==> config.mk <==
export PLATFORM = sky130hd
export DESIGN_NAME = serial_image_frame_receiver_unit
export DESIGN_NICKNAME = d
export VERILOG_FILES = /design/src/rtl/sifr_pkg.sv /design/src/rtl/sifr_front.sv /design/src/rtl/sifr_cmd_fifo.sv /design/src/rtl/sifr_back.sv /design/src/rtl/serial_image_frame_receiver_unit.sv
export SDC_FILE = /design/constraint.sdc
export NUM_CORES = 1
export LEC_CHECK = 0
export BUFFER_PORTS_ARGS = -buffer_cell sky130_fd_sc_hd__buf_2
export CORE_ASPECT_RATIO = 1.5
export CORE_MARGIN = 8
export CORE_UTILIZATION = 45
export DETAILED_ROUTE_END_ITERATION = 8
export PLACE_DENSITY = 0.66
export SETUP_SLACK_MARGIN = 0.5
export SLEW_MARGIN = 40
export SYNTH_ARGS = -nofsm -noshare
export SYNTH_HDL_FRONTEND = slang
export SYNTH_SLANG_ARGS = --single-unit
==> constraint.sdc <==
create_clock -name i_clk -period 14.1 [get_ports i_clk]
set_input_delay 2.82 -clock i_clk [delete_from_list [all_inputs] [get_ports i_clk]]
set_output_delay 2.82 -clock i_clk [all_outputs]
set_load 0.05 [all_outputs]
==> src/rtl/sifr_pkg.sv <==
// Shared types and constants of the serial image frame receiver.
package sifr_pkg;

    // Sync word: 'B','I','N' in the window (oldest byte highest), then '1'.
    localparam logic [23:0] SYNC_PREFIX = 24'h42494E;
    localparam logic [7:0]  SYNC_LAST   = 8'h31;

    localparam logic [11:0] FB_WIDTH_RESET       = 12'd800;
    localparam logic [11:0] FB_HEIGHT_RESET      = 12'd480;
    localparam logic [15:0] UPSCALE_WIDTH_RESET  = 16'd400;
    localparam logic [15:0] UPSCALE_HEIGHT_RESET = 16'd240;

    // Register indexes on the configuration port.
    localparam logic [1:0] REG_FB_WIDTH       = 2'd0;
    localparam logic [1:0] REG_FB_HEIGHT      = 2'd1;
    localparam logic [1:0] REG_UPSCALE_WIDTH  = 2'd2;
    localparam logic [1:0] REG_UPSCALE_HEIGHT = 2'd3;

    localparam int CMDQ_DEPTH = 4;
    localparam int CMDQ_AW    = $clog2(CMDQ_DEPTH);
    localparam int CMDQ_CW    = $clog2(CMDQ_DEPTH + 1);

    // Result slots of one command, in emission order.
    localparam int SLOT_READY = 0;
    localparam int SLOT_W00   = 1;
    localparam int SLOT_W10   = 2;
    localparam int SLOT_W01   = 3;
    localparam int SLOT_W11   = 4;
    localparam int SLOT_DONE  = 5;
    localparam int NUM_SLOTS  = 6;

    typedef enum logic [1:0] {
        KIND_PIXEL = 2'd0,
        KIND_READY = 2'd1,
        KIND_DONE  = 2'd2
    } t_kind;

    // One command handed from the parser to the write sequencer.
    typedef struct packed {
        logic        is_ready;  // header finished, else a pixel
        logic        done;      // frame complete follows
        logic        upscale;
        logic [15:0] row;
        logic [15:0] col;
        logic [15:0] pix;
    } t_cmd;

endpackage

==> src/rtl/sifr_front.sv <==
// Byte parser: sync hunt, header capture and pixel assembly into commands.
module sifr_front (
    input  logic            i_clk,
    input  logic            i_rst_n,
    input  logic            i_accept,
    input  logic [7:0]      i_rx_byte,
    input  logic [15:0]     i_upscale_width,
    input  logic [15:0]     i_upscale_height,
    output logic            o_cmd_push,
    output sifr_pkg::t_cmd  o_cmd
);

    typedef enum logic [1:0] {
        PH_HUNT,
        PH_HEADER,
        PH_PAYLOAD
    } t_phase;

    t_phase      r_phase,    n_phase;
    logic [23:0] r_window,   n_window;
    logic [2:0]  r_hdr_cnt,  n_hdr_cnt;
    logic [31:0] r_fw,       n_fw;
    logic [31:0] r_fh,       n_fh;
    logic        r_upscale,  n_upscale;
    logic [15:0] r_col,      n_col;
    logic [15:0] r_row,      n_row;
    logic [7:0]  r_low,      n_low;
    logic        r_have_low, n_have_low;

    logic [31:0] hdr_lane;
    logic [16:0] col_inc;
    logic [16:0] row_inc;

    assign hdr_lane = {24'd0, i_rx_byte} << {r_hdr_cnt[1:0], 3'b000};
    assign col_inc  = {1'b0, r_col} + 17'd1;
    assign row_inc  = {1'b0, r_row} + 17'd1;

    always_comb begin
        n_phase    = r_phase;
        n_window   = r_window;
        n_hdr_cnt  = r_hdr_cnt;
        n_fw       = r_fw;
        n_fh       = r_fh;
        n_upscale  = r_upscale;
        n_col      = r_col;
        n_row      = r_row;
        n_low      = r_low;
        n_have_low = r_have_low;
        o_cmd_push = 1'b0;
        o_cmd      = '0;
        if (i_accept) begin
            unique case (r_phase)
                PH_HEADER: begin
                    if (!r_hdr_cnt[2]) begin
                        n_fw = r_fw | hdr_lane;
                    end else begin
                        n_fh = r_fh | hdr_lane;
                    end
                    n_hdr_cnt = r_hdr_cnt + 3'd1;
                    if (r_hdr_cnt == 3'd7) begin
                        // Upscale match uses the raw values, before clamping.
                        n_upscale  = (r_fw == {16'd0, i_upscale_width}) &&
                                     (n_fh == {16'd0, i_upscale_height});
                        n_fw       = (|r_fw[31:16]) ? 32'h0000FFFF : r_fw;
                        n_fh       = (|n_fh[31:16]) ? 32'h0000FFFF : n_fh;
                        n_col      = '0;
                        n_row      = '0;
                        n_have_low = 1'b0;
                        n_low      = '0;
                        o_cmd_push     = 1'b1;
                        o_cmd.is_ready = 1'b1;
                        if (r_fw == 32'd0 || n_fh == 32'd0) begin
                            o_cmd.done = 1'b1;
                            n_phase    = PH_HUNT;
                        end else begin
                            n_phase = PH_PAYLOAD;
                        end
                    end
                end
                PH_PAYLOAD: begin
                    if (!r_have_low) begin
                        n_low      = i_rx_byte;
                        n_have_low = 1'b1;
                    end else begin
                        n_have_low    = 1'b0;
                        o_cmd_push    = 1'b1;
                        o_cmd.upscale = r_upscale;
                        o_cmd.row     = r_row;
                        o_cmd.col     = r_col;
                        o_cmd.pix     = {i_rx_byte, r_low};
                        n_col         = col_inc[15:0];
                        if (col_inc >= {1'b0, r_fw[15:0]}) begin
                            n_col = '0;
                            n_row = row_inc[15:0];
                            if (row_inc >= {1'b0, r_fh[15:0]}) begin
                                n_row      = '0;
                                o_cmd.done = 1'b1;
                                n_phase    = PH_HUNT;
                            end
                        end
                    end
                end
                default: begin
                    if (r_window == sifr_pkg::SYNC_PREFIX &&
                        i_rx_byte == sifr_pkg::SYNC_LAST) begin
                        n_window  = '0;
                        n_hdr_cnt = '0;
                        n_fw      = '0;
                        n_fh      = '0;
                        n_phase   = PH_HEADER;
                    end else begin
                        n_window = {r_window[15:0], i_rx_byte};
                        n_phase  = PH_HUNT;
                    end
                end
            endcase
        end
    end

    always_ff @(posedge i_clk) begin
        if (!i_rst_n) begin
            r_phase    <= PH_HUNT;
            r_window   <= '0;
            r_hdr_cnt  <= '0;
            r_fw       <= '0;
            r_fh       <= '0;
            r_upscale  <= 1'b0;
            r_col      <= '0;
            r_row      <= '0;
            r_low      <= '0;
            r_have_low <= 1'b0;
        end else begin
            r_phase    <= n_phase;
            r_window   <= n_window;
            r_hdr_cnt  <= n_hdr_cnt;
            r_fw       <= n_fw;
            r_fh       <= n_fh;
            r_upscale  <= n_upscale;
            r_col      <= n_col;
            r_row      <= n_row;
            r_low      <= n_low;
            r_have_low <= n_have_low;
        end
    end

endmodule

==> src/rtl/sifr_cmd_fifo.sv <==
// Short command queue between the byte parser and the write sequencer.
module sifr_cmd_fifo (
    input  logic            i_clk,
    input  logic            i_rst_n,
    input  logic            i_push,
    input  sifr_pkg::t_cmd  i_cmd,
    input  logic            i_take,
    output sifr_pkg::t_cmd  o_cmd,
    output logic            o_full,
    output logic            o_empty
);

    sifr_pkg::t_cmd r_mem [sifr_pkg::CMDQ_DEPTH];
    logic [sifr_pkg::CMDQ_AW-1:0] r_wp;
    logic [sifr_pkg::CMDQ_AW-1:0] r_rp;
    logic [sifr_pkg::CMDQ_CW-1:0] r_cnt;

    logic do_push;
    logic do_take;

    assign o_full  = (r_cnt == sifr_pkg::CMDQ_CW'(sifr_pkg::CMDQ_DEPTH));
    assign o_empty = (r_cnt == '0);
    assign o_cmd   = r_mem[r_rp];
    assign do_push = i_push && !o_full;
    assign do_take = i_take && !o_empty;

    always_ff @(posedge i_clk) begin
        if (do_push) begin
            r_mem[r_wp] <= i_cmd;
        end
    end

    always_ff @(posedge i_clk) begin
        if (!i_rst_n) begin
            r_wp  <= '0;
            r_rp  <= '0;
            r_cnt <= '0;
        end else begin
            if (do_push) begin
                r_wp <= (r_wp == sifr_pkg::CMDQ_AW'(sifr_pkg::CMDQ_DEPTH - 1)) ?
                        '0 : r_wp + sifr_pkg::CMDQ_AW'(1);
            end
            if (do_take) begin
                r_rp <= (r_rp == sifr_pkg::CMDQ_AW'(sifr_pkg::CMDQ_DEPTH - 1)) ?
                        '0 : r_rp + sifr_pkg::CMDQ_AW'(1);
            end
            r_cnt <= r_cnt + sifr_pkg::CMDQ_CW'(do_push) - sifr_pkg::CMDQ_CW'(do_take);
        end
    end

`ifndef NO_ASSERTIONS
    a_cnt_bound: assert property (@(posedge i_clk) disable iff (!i_rst_n)
        r_cnt <= sifr_pkg::CMDQ_CW'(sifr_pkg::CMDQ_DEPTH))
        else $error("command queue count above depth");
    a_no_overflow: assert property (@(posedge i_clk) disable iff (!i_rst_n)
        i_push |-> !o_full)
        else $error("command pushed into a full queue");
`endif

endmodule

==> src/rtl/sifr_back.sv <==
// Write sequencer: expands commands into results and holds the output register.
module sifr_back (
    input  logic            i_clk,
    input  logic            i_rst_n,
    input  logic [11:0]     i_fb_width,
    input  logic [11:0]     i_fb_height,
    input  sifr_pkg::t_cmd  i_cmd,
    input  logic            i_cmd_empty,
    output logic            o_cmd_take,
    input  logic            i_pop,
    output logic            o_empty,
    output logic [1:0]      o_kind,
    output logic [23:0]     o_write_address,
    output logic [15:0]     o_pixel_value,
    output logic            o_last
);

    sifr_pkg::t_cmd r_cmd;
    logic [sifr_pkg::NUM_SLOTS-1:0] r_mask;
    logic        r_out_valid;
    logic [1:0]  r_out_kind;
    logic [23:0] r_out_addr;
    logic [15:0] r_out_pix;
    logic        r_out_last;

    logic [sifr_pkg::NUM_SLOTS-1:0] head_mask;
    logic [sifr_pkg::NUM_SLOTS-1:0] slot_oh;
    logic [sifr_pkg::NUM_SLOTS-1:0] remaining;
    logic        step;
    logic        dr;
    logic        dc;
    logic [16:0] sel_r;
    logic [16:0] sel_c;
    logic [23:0] pix_addr;

    // Coordinate of one replicated write; offsets are 0 or 1 in upscale mode.
    function automatic logic [16:0] coord(input logic [15:0] base, input logic up,
                                          input logic offs);
        logic [16:0] b;
        b = up ? {base, 1'b0} : {1'b0, base};
        return b + {16'd0, offs};
    endfunction

    function automatic logic in_fb(input logic [16:0] r, input logic [16:0] c,
                                   input logic [11:0] fbw, input logic [11:0] fbh);
        return (c < {5'd0, fbw}) && (r < {5'd0, fbh});
    endfunction

    always_comb begin
        head_mask = '0;
        head_mask[sifr_pkg::SLOT_READY] = i_cmd.is_ready;
        head_mask[sifr_pkg::SLOT_W00] = !i_cmd.is_ready &&
            in_fb(coord(i_cmd.row, i_cmd.upscale, 1'b0),
                  coord(i_cmd.col, i_cmd.upscale, 1'b0), i_fb_width, i_fb_height);
        head_mask[sifr_pkg::SLOT_W10] = !i_cmd.is_ready && i_cmd.upscale &&
            in_fb(coord(i_cmd.row, 1'b1, 1'b1),
                  coord(i_cmd.col, 1'b1, 1'b0), i_fb_width, i_fb_height);
        head_mask[sifr_pkg::SLOT_W01] = !i_cmd.is_ready && i_cmd.upscale &&
            in_fb(coord(i_cmd.row, 1'b1, 1'b0),
                  coord(i_cmd.col, 1'b1, 1'b1), i_fb_width, i_fb_height);
        head_mask[sifr_pkg::SLOT_W11] = !i_cmd.is_ready && i_cmd.upscale &&
            in_fb(coord(i_cmd.row, 1'b1, 1'b1),
                  coord(i_cmd.col, 1'b1, 1'b1), i_fb_width, i_fb_height);
        head_mask[sifr_pkg::SLOT_DONE] = i_cmd.done;
    end

    // A new command is loaded only once the current one has nothing left.
    assign o_cmd_take = (r_mask == '0) && !i_cmd_empty;
    assign step       = (r_mask != '0) && (!r_out_valid || i_pop);
    assign slot_oh    = r_mask & (~r_mask + sifr_pkg::NUM_SLOTS'(1));
    assign remaining  = r_mask & ~slot_oh;

    assign dr       = slot_oh[sifr_pkg::SLOT_W10] | slot_oh[sifr_pkg::SLOT_W11];
    assign dc       = slot_oh[sifr_pkg::SLOT_W01] | slot_oh[sifr_pkg::SLOT_W11];
    assign sel_r    = coord(r_cmd.row, r_cmd.upscale, dr);
    assign sel_c    = coord(r_cmd.col, r_cmd.upscale, dc);
    // Surviving writes have both coordinates below 4096, so 12 bits suffice.
    assign pix_addr = {12'd0, sel_r[11:0]} * {12'd0, i_fb_width} + {12'd0, sel_c[11:0]};

    always_ff @(posedge i_clk) begin
        if (!i_rst_n) begin
            r_mask      <= '0;
            r_out_valid <= 1'b0;
        end else begin
            if (o_cmd_take) begin
                r_mask <= head_mask;
            end else if (step) begin
                r_mask <= remaining;
            end
            if (step) begin
                r_out_valid <= 1'b1;
            end else if (i_pop) begin
                r_out_valid <= 1'b0;
            end
        end
    end

    always_ff @(posedge i_clk) begin
        if (o_cmd_take) begin
            r_cmd <= i_cmd;
        end
        if (step) begin
            r_out_last <= (remaining == '0);
            if (slot_oh[sifr_pkg::SLOT_READY]) begin
                r_out_kind <= sifr_pkg::KIND_READY;
                r_out_addr <= '0;
                r_out_pix  <= '0;
            end else if (slot_oh[sifr_pkg::SLOT_DONE]) begin
                r_out_kind <= sifr_pkg::KIND_DONE;
                r_out_addr <= '0;
                r_out_pix  <= '0;
            end else begin
                r_out_kind <= sifr_pkg::KIND_PIXEL;
                r_out_addr <= pix_addr;
                r_out_pix  <= r_cmd.pix;
            end
        end
    end

    assign o_empty         = !r_out_valid;
    assign o_kind          = r_out_kind;
    assign o_write_address = r_out_addr;
    assign o_pixel_value   = r_out_pix;
    assign o_last          = r_out_last;

`ifndef NO_ASSERTIONS
    a_event_fields_zero: assert property (@(posedge i_clk) disable iff (!i_rst_n)
        (r_out_valid && r_out_kind != sifr_pkg::KIND_PIXEL) |->
        (r_out_addr == '0 && r_out_pix == '0))
        else $error("ready or complete result carries nonzero fields");
    a_done_is_last: assert property (@(posedge i_clk) disable iff (!i_rst_n)
        (r_out_valid && r_out_kind == sifr_pkg::KIND_DONE) |-> r_out_last)
        else $error("frame complete result not marked last");
`endif

endmodule

==> src/rtl/serial_image_frame_receiver_unit.sv <==
// Top level of the serial image frame receiver with its configuration registers.
//
// Usage: serial bytes enter on i_rx_byte and are transferred when push is high
// and full is low. Results leave in order: while empty is low the oldest result
// sits on o_kind, o_write_address, o_pixel_value and o_last, and a transfer
// happens when pop is high. o_last marks the final result caused by one byte.
// The parser takes one byte every cycle while its four-entry command queue has
// room; the high byte of a pixel and the last header byte each queue a command.
// The write sequencer loads a command only once the previous one has emitted all
// its results, then emits them in slot order whenever the output register is free
// or popped; a pixel command yields at most one write plain and up to four in
// upscale mode, and the last pixel of a frame also yields frame complete. The first
// result of a byte passes the command queue, command register and output register.
// When the consumer stalls, the output register holds its result, the queue
// fills and full rises; no result is lost. A synchronous reset returns the
// parser to the sync hunt, empties queue and output, and restores the register
// defaults (framebuffer 800x480, upscale size 400x240). The user must write
// registers via the APB-style port only while the block is idle (not enforced).
module serial_image_frame_receiver_unit (
    input  logic        i_clk,
    input  logic        i_rst_n,
    input  logic        push,
    output logic        full,
    input  logic [7:0]  i_rx_byte,
    output logic        empty,
    input  logic        pop,
    output logic [1:0]  o_kind,
    output logic [23:0] o_write_address,
    output logic [15:0] o_pixel_value,
    output logic        o_last,
    input  logic        psel,
    input  logic        penable,
    input  logic        pwrite,
    input  logic [3:0]  paddr,
    input  logic [31:0] pwdata,
    output logic [31:0] prdata,
    output logic        pready
);

    logic [11:0] r_fb_width;
    logic [11:0] r_fb_height;
    logic [15:0] r_upscale_width;
    logic [15:0] r_upscale_height;

    logic           accept;
    logic           cfg_write;
    logic           cmd_push;
    sifr_pkg::t_cmd cmd_in;
    sifr_pkg::t_cmd cmd_head;
    logic           cmd_take;
    logic           cmd_empty;

    assign pready    = 1'b1;
    assign cfg_write = psel && penable && pwrite;
    assign accept    = push && !full;

    always_ff @(posedge i_clk) begin
        if (!i_rst_n) begin
            r_fb_width       <= sifr_pkg::FB_WIDTH_RESET;
            r_fb_height      <= sifr_pkg::FB_HEIGHT_RESET;
            r_upscale_width  <= sifr_pkg::UPSCALE_WIDTH_RESET;
            r_upscale_height <= sifr_pkg::UPSCALE_HEIGHT_RESET;
        end else if (cfg_write) begin
            unique case (paddr[3:2])
                sifr_pkg::REG_FB_WIDTH:       r_fb_width       <= pwdata[11:0];
                sifr_pkg::REG_FB_HEIGHT:      r_fb_height      <= pwdata[11:0];
                sifr_pkg::REG_UPSCALE_WIDTH:  r_upscale_width  <= pwdata[15:0];
                sifr_pkg::REG_UPSCALE_HEIGHT: r_upscale_height <= pwdata[15:0];
                default: ;
            endcase
        end
    end

    always_comb begin
        unique case (paddr[3:2])
            sifr_pkg::REG_FB_WIDTH:       prdata = {20'd0, r_fb_width};
            sifr_pkg::REG_FB_HEIGHT:      prdata = {20'd0, r_fb_height};
            sifr_pkg::REG_UPSCALE_WIDTH:  prdata = {16'd0, r_upscale_width};
            sifr_pkg::REG_UPSCALE_HEIGHT: prdata = {16'd0, r_upscale_height};
            default:                      prdata = '0;
        endcase
    end

    sifr_front u_front (
        .i_clk            (i_clk),
        .i_rst_n          (i_rst_n),
        .i_accept         (accept),
        .i_rx_byte        (i_rx_byte),
        .i_upscale_width  (r_upscale_width),
        .i_upscale_height (r_upscale_height),
        .o_cmd_push       (cmd_push),
        .o_cmd            (cmd_in)
    );

    sifr_cmd_fifo u_cmd_fifo (
        .i_clk   (i_clk),
        .i_rst_n (i_rst_n),
        .i_push  (cmd_push),
        .i_cmd   (cmd_in),
        .i_take  (cmd_take),
        .o_cmd   (cmd_head),
        .o_full  (full),
        .o_empty (cmd_empty)
    );

    sifr_back u_back (
        .i_clk           (i_clk),
        .i_rst_n         (i_rst_n),
        .i_fb_width      (r_fb_width),
        .i_fb_height     (r_fb_height),
        .i_cmd           (cmd_head),
        .i_cmd_empty     (cmd_empty),
        .o_cmd_take      (cmd_take),
        .i_pop           (pop),
        .o_empty         (empty),
        .o_kind          (o_kind),
        .o_write_address (o_write_address),
        .o_pixel_value   (o_pixel_value),
        .o_last          (o_last)
    );

endmodule

# Yosys cells after proc, flatten, opt, wreduce, memory -nomap -nowiden
# Memory sizes are Yosys's and may differ from the RTL's. A register that Yosys moved wholly into a read port is not among the register bits.
# Index checks and enable logic that the tools add are counted.
[word_totals]
register_bits = 289
n_memories = 1
out_inout_bits = 78
input_bits = 51
ramBits = 204
word_cells = 197
[memory_table]
columns = ["memory", "words", "word_bits", "read_ports", "rd_clocked_by_memory_dff", "write_ports", "line", "source"]
rows = [
  ["u_cmd_fifo.r_mem", 4, 51, 1, 1, 1, "sifr_cmd_fifo.sv:13", "sifr_pkg::t_cmd r_mem [sifr_pkg::CMDQ_DEPTH];"],
]
[op_classes]
bitwise = 10
add_sub_neg = 13
eq_ne = 20
reduce_logical = 52
mux = 64
n_lt_le_gt_ge = 8
n_mul = 1
n_shift = 1
[ops]
columns = ["operator", "count"]
rows = [
  ["32-bit two-way mux", 9],
  ["32-bit one-hot mux with 2 select lines", 2],
  ["32-bit one-hot mux with 4 select lines", 1],
  ["17-bit by 12-bit < comparator with 1-bit output", 6],
  ["16-bit two-way mux", 6],
  ["32-bit by 16-bit equality test with 1-bit output", 2],
  ["32-bit zero test", 2],
  ["32-bit bitwise OR", 2],
  ["16-bit one-hot mux with 2 select lines", 2],
  ["51-bit two-way mux", 1],
  ["50-bit two-way mux", 1],
  ["49-bit two-way mux", 1],
  ["16-bit by 1-bit adder with 17-bit output, second input constant", 2],
  ["17-bit by 1-bit adder with 17-bit output, second input constant", 2],
  ["17-bit by 16-bit greater-or-equal comparator with 1-bit output", 2],
  ["17-bit two-way mux", 2],
  ["16-bit OR reduction", 2],
  ["8-bit by 5-bit left shift with 32-bit output", 1],
  ["12-bit by 1-bit adder with 12-bit output", 2],
  ["24-bit by 12-bit adder with 24-bit output", 1],
  ["24-bit by 23-bit equality test with 1-bit output, second input constant", 1],
  ["12-bit by 12-bit multiplier with 24-bit output", 1],
  ["12-bit two-way mux", 2],
  ["24-bit two-way mux", 1],
  ["other kinds (38)", 115],
]

# Longest topological paths before layout
[depth]
depth_word = 13
depth_mapped = 35
mapped_depth_nobuf = 30

# Cells and area by module
# From an unflattened synthesis, not the netlist that was laid out.
[hier_totals]
cells_unflattened = 2654
hier_area_um2 = 29101.7
[modules_own_cells]
columns = ["mod", "instances", "seq_area_each_um2", "area_per_inst_um2", "cells_per_inst"]
rows = [
  ["sifr_back", 1, 2662.6, 10784.1, 1099],
  ["sifr_cmd_fifo", 1, 6306.0, 7903.8, 320],
  ["sifr_front", 1, 2702.6, 7759.9, 972],
  ["serial_image_frame_receiver_unit", 1, 1121.1, 2653.8, 263],
]

# Worst setup path after synthesis
# No wires, ideal clock.
[synth_timing]
kind = "register to register"
startpoint = "register u_back.r_cmd[48] (netlist name)"
endpoint = "register u_back.r_out_addr[23] (netlist: u_back.o_write_address[23]), data pin"
t_arrival_ns = 7.937
path_buffers = 5
path_stages_with_launch = 32
slack_ns = 5.900
path_cell_list = "edfxtp_1 clkbuf_1 clkbuf_1 buf_1 buf_1 clkbuf_1 nor2b_1 ha_1 ha_1 nand3_1 a21oi_1 o211a_1 and3_1 a311oi_1 nor2_1 and2_1 fa_1 inv_1 fa_1 inv_1 fa_1 fa_1 fa_1 ha_1 and4_1 nand3_1 a211oi_1 nor2_1 a2111o_1 a31oi_1 or3_1 a21oi_1"
[synth_via]
elab_chain_cells = 4
[synth_lines]
columns = ["item", "line", "source"]
rows = [
  ["from (decl)", "sifr_back.sv:18", "sifr_pkg::t_cmd r_cmd;"],
  ["from (signal assigned)", "sifr_back.sv:100", "r_cmd <= i_cmd;"],
  ["12-bit two-way mux", "sifr_back.sv:40", "b = up ? {base, 1'b0} : {1'b0, base};"],
  ["12-bit by 1-bit adder with 12-bit output", "sifr_back.sv:41", "return b + {16'd0, offs};"],
  ["12-bit by 12-bit multiplier with 24-bit output", "sifr_back.sv:78", "assign pix_addr = {12'd0, sel_r[11:0]} * {12'd0, i_fb_width} + {12'd0, sel_c[11:0]};"],
  ["24-bit by 12-bit adder with 24-bit output *", "sifr_back.sv:78", ""],
  ["to (signal assigned)", "sifr_back.sv:114", "r_out_addr <= pix_addr;"],
  ["to (decl)", "sifr_back.sv:22", "logic [23:0] r_out_addr;"],
]
# Mark *: on every way between the ends. The rest lies on a longest branch, timed or not.
# A chain may end at the register's enable or synchronous reset.

# Worst setup path in the final report
[layout_timing]
startpoint = "register u_back.r_cmd[48] (netlist name)"
endpoint = "register u_back.r_out_addr[20] (netlist: u_back.o_write_address[20]), data pin"
# The elaborated chain is that of the path after synthesis.

==> impl_metrics.sql <==
INSERT INTO impl_metrics (metric_group, metric, value, unit) VALUES
('power_and_ir_drop', 'vdd.ir_drop.worst', '0.0986', 'mV'),
('place', 'dpl.cell_count', '3441', ''),
('clock_tree', 'cts.clk_slew.worst_paths', '60', 'ps'),
('synth', 'yosysWarningCount', '0', ''),
('sta', 'final-max-slew-violation-count', '0', ''),
('clock_tree', 'cts_root_buffer', 'clkbuf_16', ''),
('global_routing', 'grt_use_met1', '23.0', '%'),
('synth', 'syn-cell-area', '0.0281', 'mm^2'),
('synth', 'synthDominantCellAreaShare', '30.8', '%'),
('clock_tree', 'cts_sinks', '495', ''),
('sta', 'setup_repair_after_global_routing_missed_its_margin', 'false', ''),
('synth', 'synth_sequential_area_ratio', '45.6', '%'),
('power_and_ir_drop', 'p_leak', '11.5', 'nW'),
('layout', 'area.growth.synth_to_final', '9.65', '%'),
('global_routing', 'global_route.usage.total', '20.4', '%'),
('worst_setup_path', 'crit_path_frequent_cell', 'fa_1', ''),
('min_path', 'timing.hold.worst.class', 'flop to flop', ''),
('place', 'finalWeightedCongestion', '0.958', ''),
('synth', 'yosys_register_bits', '495', ''),
('clock_tree', 'ctsLongestPathBuffers', '3', ''),
('sta', 'timing.final.hold_violations', '0', ''),
('sta', 'worst_slew_margin_rel', '44.3', '%'),
('layout', 'mostFrequentLayoutCell', 'nand2_1', ''),
('route', 'wire_per_inst', '20.6', 'um'),
('global_routing', 'grt.busiest_layer', 'met2', ''),
('sta', 'maxClockFrequency', '0.126', 'GHz'),
('sta', 'timing.clock.skew', '36.3', 'ps'),
('floorplan', 'die_height', '322', 'um'),
('sta', 'post-route-period-util', '56.2', '%'),
('floorplan', 'chipWidth', '220', 'um'),
('route', 'totalWireLength', '72900', 'um'),
('clock_tree', 'ctsResizeCount', '0', ''),
('floorplan', 'design.die.area', '0.0708', 'mm^2'),
('layout', 'mostFrequentLayoutCells', 'nand2_1, edfxtp_1, inv_1', ''),
('synth', 'synthFlopType', 'edfxtp_1', ''),
('global_routing', 'antenna_found_initial', '3', ''),
('worst_setup_path', 'cpMaxStageDelayCell', 'fa_1', ''),
('global_routing', 'grt_start_max_net_pins', '59', ''),
('synth', 'synth_enable_flop_cells', '288', ''),
('synth', 'syn_area_per_cell', '10.5', 'um^2'),
('route', 'first_iter_violations', '1211', ''),
('worst_setup_path', 'timing.critical_path.arrival', '8240', 'ps'),
('synth', 'synth.distinct_cells', '72', ''),
('layout', 'stdcell_count', '3538', ''),
('worst_setup_path', 'crit_required', '14420', 'ps'),
('route', 'drtPass1Iterations', '5', ''),
('floorplan', 'placement_rows', '112', ''),
('route', 'post-route-drc-count', '0', ''),
('synth', 'synthDominantAreaCellType', 'edfxtp_1', ''),
('clock_tree', 'numCtsBuffers', '48', ''),
('route', 'via_count', '20202', ''),
('global_routing', 'gr-total-overflow', '0', ''),
('clock_tree', 'cts_max_level', '2', ''),
('clock_tree', 'holdBufCountCts', '0', ''),
('floorplan', 'core', '0.0619', 'mm^2'),
('synth', 'synth_area_leaders', 'edfxtp_1, dfxtp_1, fa_1', ''),
('outcome', 'run_status', 'completed', ''),
('sta', 'actual_transition_at_the_worst_max_transition_pin', '826', 'ps'),
('global_routing', 'globalRouteMet2Util', '36.4', '%'),
('floorplan', 'floorplan.initialDensity', '45.3', '%'),
('layout', 'layout-drive-gt1-share', '11.3', '%'),
('place', 'place.port_buffers', '93', ''),
('global_routing', 'number_of_global_route_vias_before_repair', '20655', ''),
('clock_tree', 'clk_latency', '600', 'ps'),
('synth', 'postSynthCellCount', '2665', ''),
('global_routing', 'global_route_met3_utilization', '3.00', '%'),
('route', 'vias_per_cell', '5.71', ''),
('worst_setup_path', 'critPathCaptureType', 'flop', ''),
('worst_setup_path', 'type_of_element_launching_the_critical_path', 'flop', ''),
('worst_setup_path', 'cp_max_fo', '57', ''),
('route', 'ant_nets', '0', ''),
('floorplan', 'ios', '129', ''),
('flow_run', 'timing.max_cap.violations', '0', ''),
('global_routing', 'grt_first_pass_wirelength', '113000', 'um'),
('sta', 'finalWorstPathRequiredPeriod', '7920', 'ps'),
('worst_setup_path', 'timing.setup.critical_path_class', 'flop to flop', ''),
('power_and_ir_drop', 'power_density_relative_to_cell_area', '92.4', 'mW/mm^2'),
('sta', 'finalSetupTns', '0', 'ps'),
('layout', 'nNetsFinal', '3022', ''),
('clock_tree', 'cts_tree', 'yes', ''),
('sta', 'setup-violations-final', '0', ''),
('clock_tree', 'postCtsSetupRepairBufs', '0', ''),
('synth', 'synth-async-reset-ratio', '0', '%'),
('place', 'dp_hpwl', '53800', 'um'),
('worst_setup_path', 'critical_path_s_largest_stage_delay', '540', 'ps');
## metrics by stage
stage,cell area [um^2],power (W),hold slack [ps],worst slack (ps),util (%)
2_1_floorplan,28100,0.00160,406,5900,-
3_3_place_gp,29100,0.00163,440,6050,47.0
6_report,30800,0.00284,462,6180,49.7
4_1_cts,30700,0.00287,464,6120,49.6
3_5_place_dp,29200,0.00163,455,6140,47.1
5_1_grt,30800,0.00293,487,5700,49.7
## kinds of logic (layout without fill, tap and decap cells)
| kind of cell | after synthesis | in the layout | share of synthesized area [%] |
|---|---|---|---|
| other | 2 | 22 | 0.0268 |
| xor gates and xnor gates | 77 | 77 | 2.40 |
| adders and majority gates | 276 | 276 | 15.3 |
| and+or+nand+nor | 907 | 907 | 15.4 |
| muxes | 90 | 90 | 5.78 |
| buffers and inverters | 361 | 416 | 5.08 |
| AOI/OAI and AO/OA | 457 | 457 | 10.4 |
| DFF | 495 | 495 | 45.6 |
## layer usage
layer	vias to the layer above	share of wire, %
met5	-	0
met3	182	5.7
met2	618	51
met1	10002	38
met4	0	5.8
li1	9400	-
## area by class of cell
cell class / count / area (um^2)
Antenna cell: 5 / 12.5
Clock buffer: 67 / 1330
Clock inverter: 23 / 184
Fill cell: 5539 / 31200
Inverter: 208 / 782
Multi-Input combinational cell: 1824 / 14000
Sequential cell: 495 / 12800
Tap cell: 798 / 998
Timing Repair Buffer: 118 / 698
## synth_stat cells, types with 4 or more instances
cell         n
a211o_1      4
clkbuf_1   116
nor4_1      36
a21o_1      49
a32oi_1     17
and4_1       5
or3_1        9
o21ai_0     53
xnor2_1     26
a21oi_1    200
buf_2        6
nor2b_1     21
a31oi_1      9
a22o_1      27
nor2_1     160
ha_1       164
or2_2        6
fa_1       112
o211ai_1    16
o211a_1      4
nand3_1     71
a211oi_1    18
or4_1        4
o21a_1      14
xor2_1      51
a22oi_1     11
and2_1     119
nand2_1    350
inv_1      208
a2111oi_0    4
nor3_1      44
edfxtp_1   288
buf_4       17
and3_1      18
mux2_2      24
nor3b_1      4
buf_1       14
nand2b_1    20
dfxtp_1    207
mux2i_1     11
mux4_2      54
nand4_1     28
## path summary, 6_finish.rpt
path	to	cells after the start	start	slack, ps
max	u_back.o_write_address[20]	26	u_back.r_cmd[48]	6180
max reg2reg	u_back.o_write_address[20]	26	u_back.r_cmd[48]	6180
min	u_front.r_window[22]	2	u_front.r_window[22]	460
min reg2reg	u_front.r_window[22]	2	u_front.r_window[22]	460
## worst max-delay path, delay by kind of cell, from the launching register on
family	cells	cell delay, ps
buffers and inverters	2	340
AOI/OAI and AO/OA	10	2730
adders and majority gates	8	3270
and+or+nand+nor	6	920
DFF	1	350
## registers in the layout, summed over array words and instances (netlist names), 8 cells and up, named ones only
signal / count
r_upscale_width: 16
u_back.o_write_address: 24
u_front.r_col: 16
r_fb_height: 12
u_front.r_fw: 32
u_front.r_fh: 32
u_back.r_cmd: 41
u_front.r_low: 8
r_fb_width: 12
r_upscale_height: 16
u_cmd_fifo.r_mem: 204
u_front.r_window: 24
u_back.o_pixel_value: 16
u_front.r_row: 16
## where the power goes
group,internal [W],total [W],switching [W],leakage (nW)
sequential,0.00152,0.00152,0.00000666,3.99
combinational,0.0000177,0.0000775,0.0000598,6.79
clock,0.000686,0.00124,0.000556,0.745
total,0.00222,0.00284,0.000623,11.5
(Power assumes the default switching activity.)
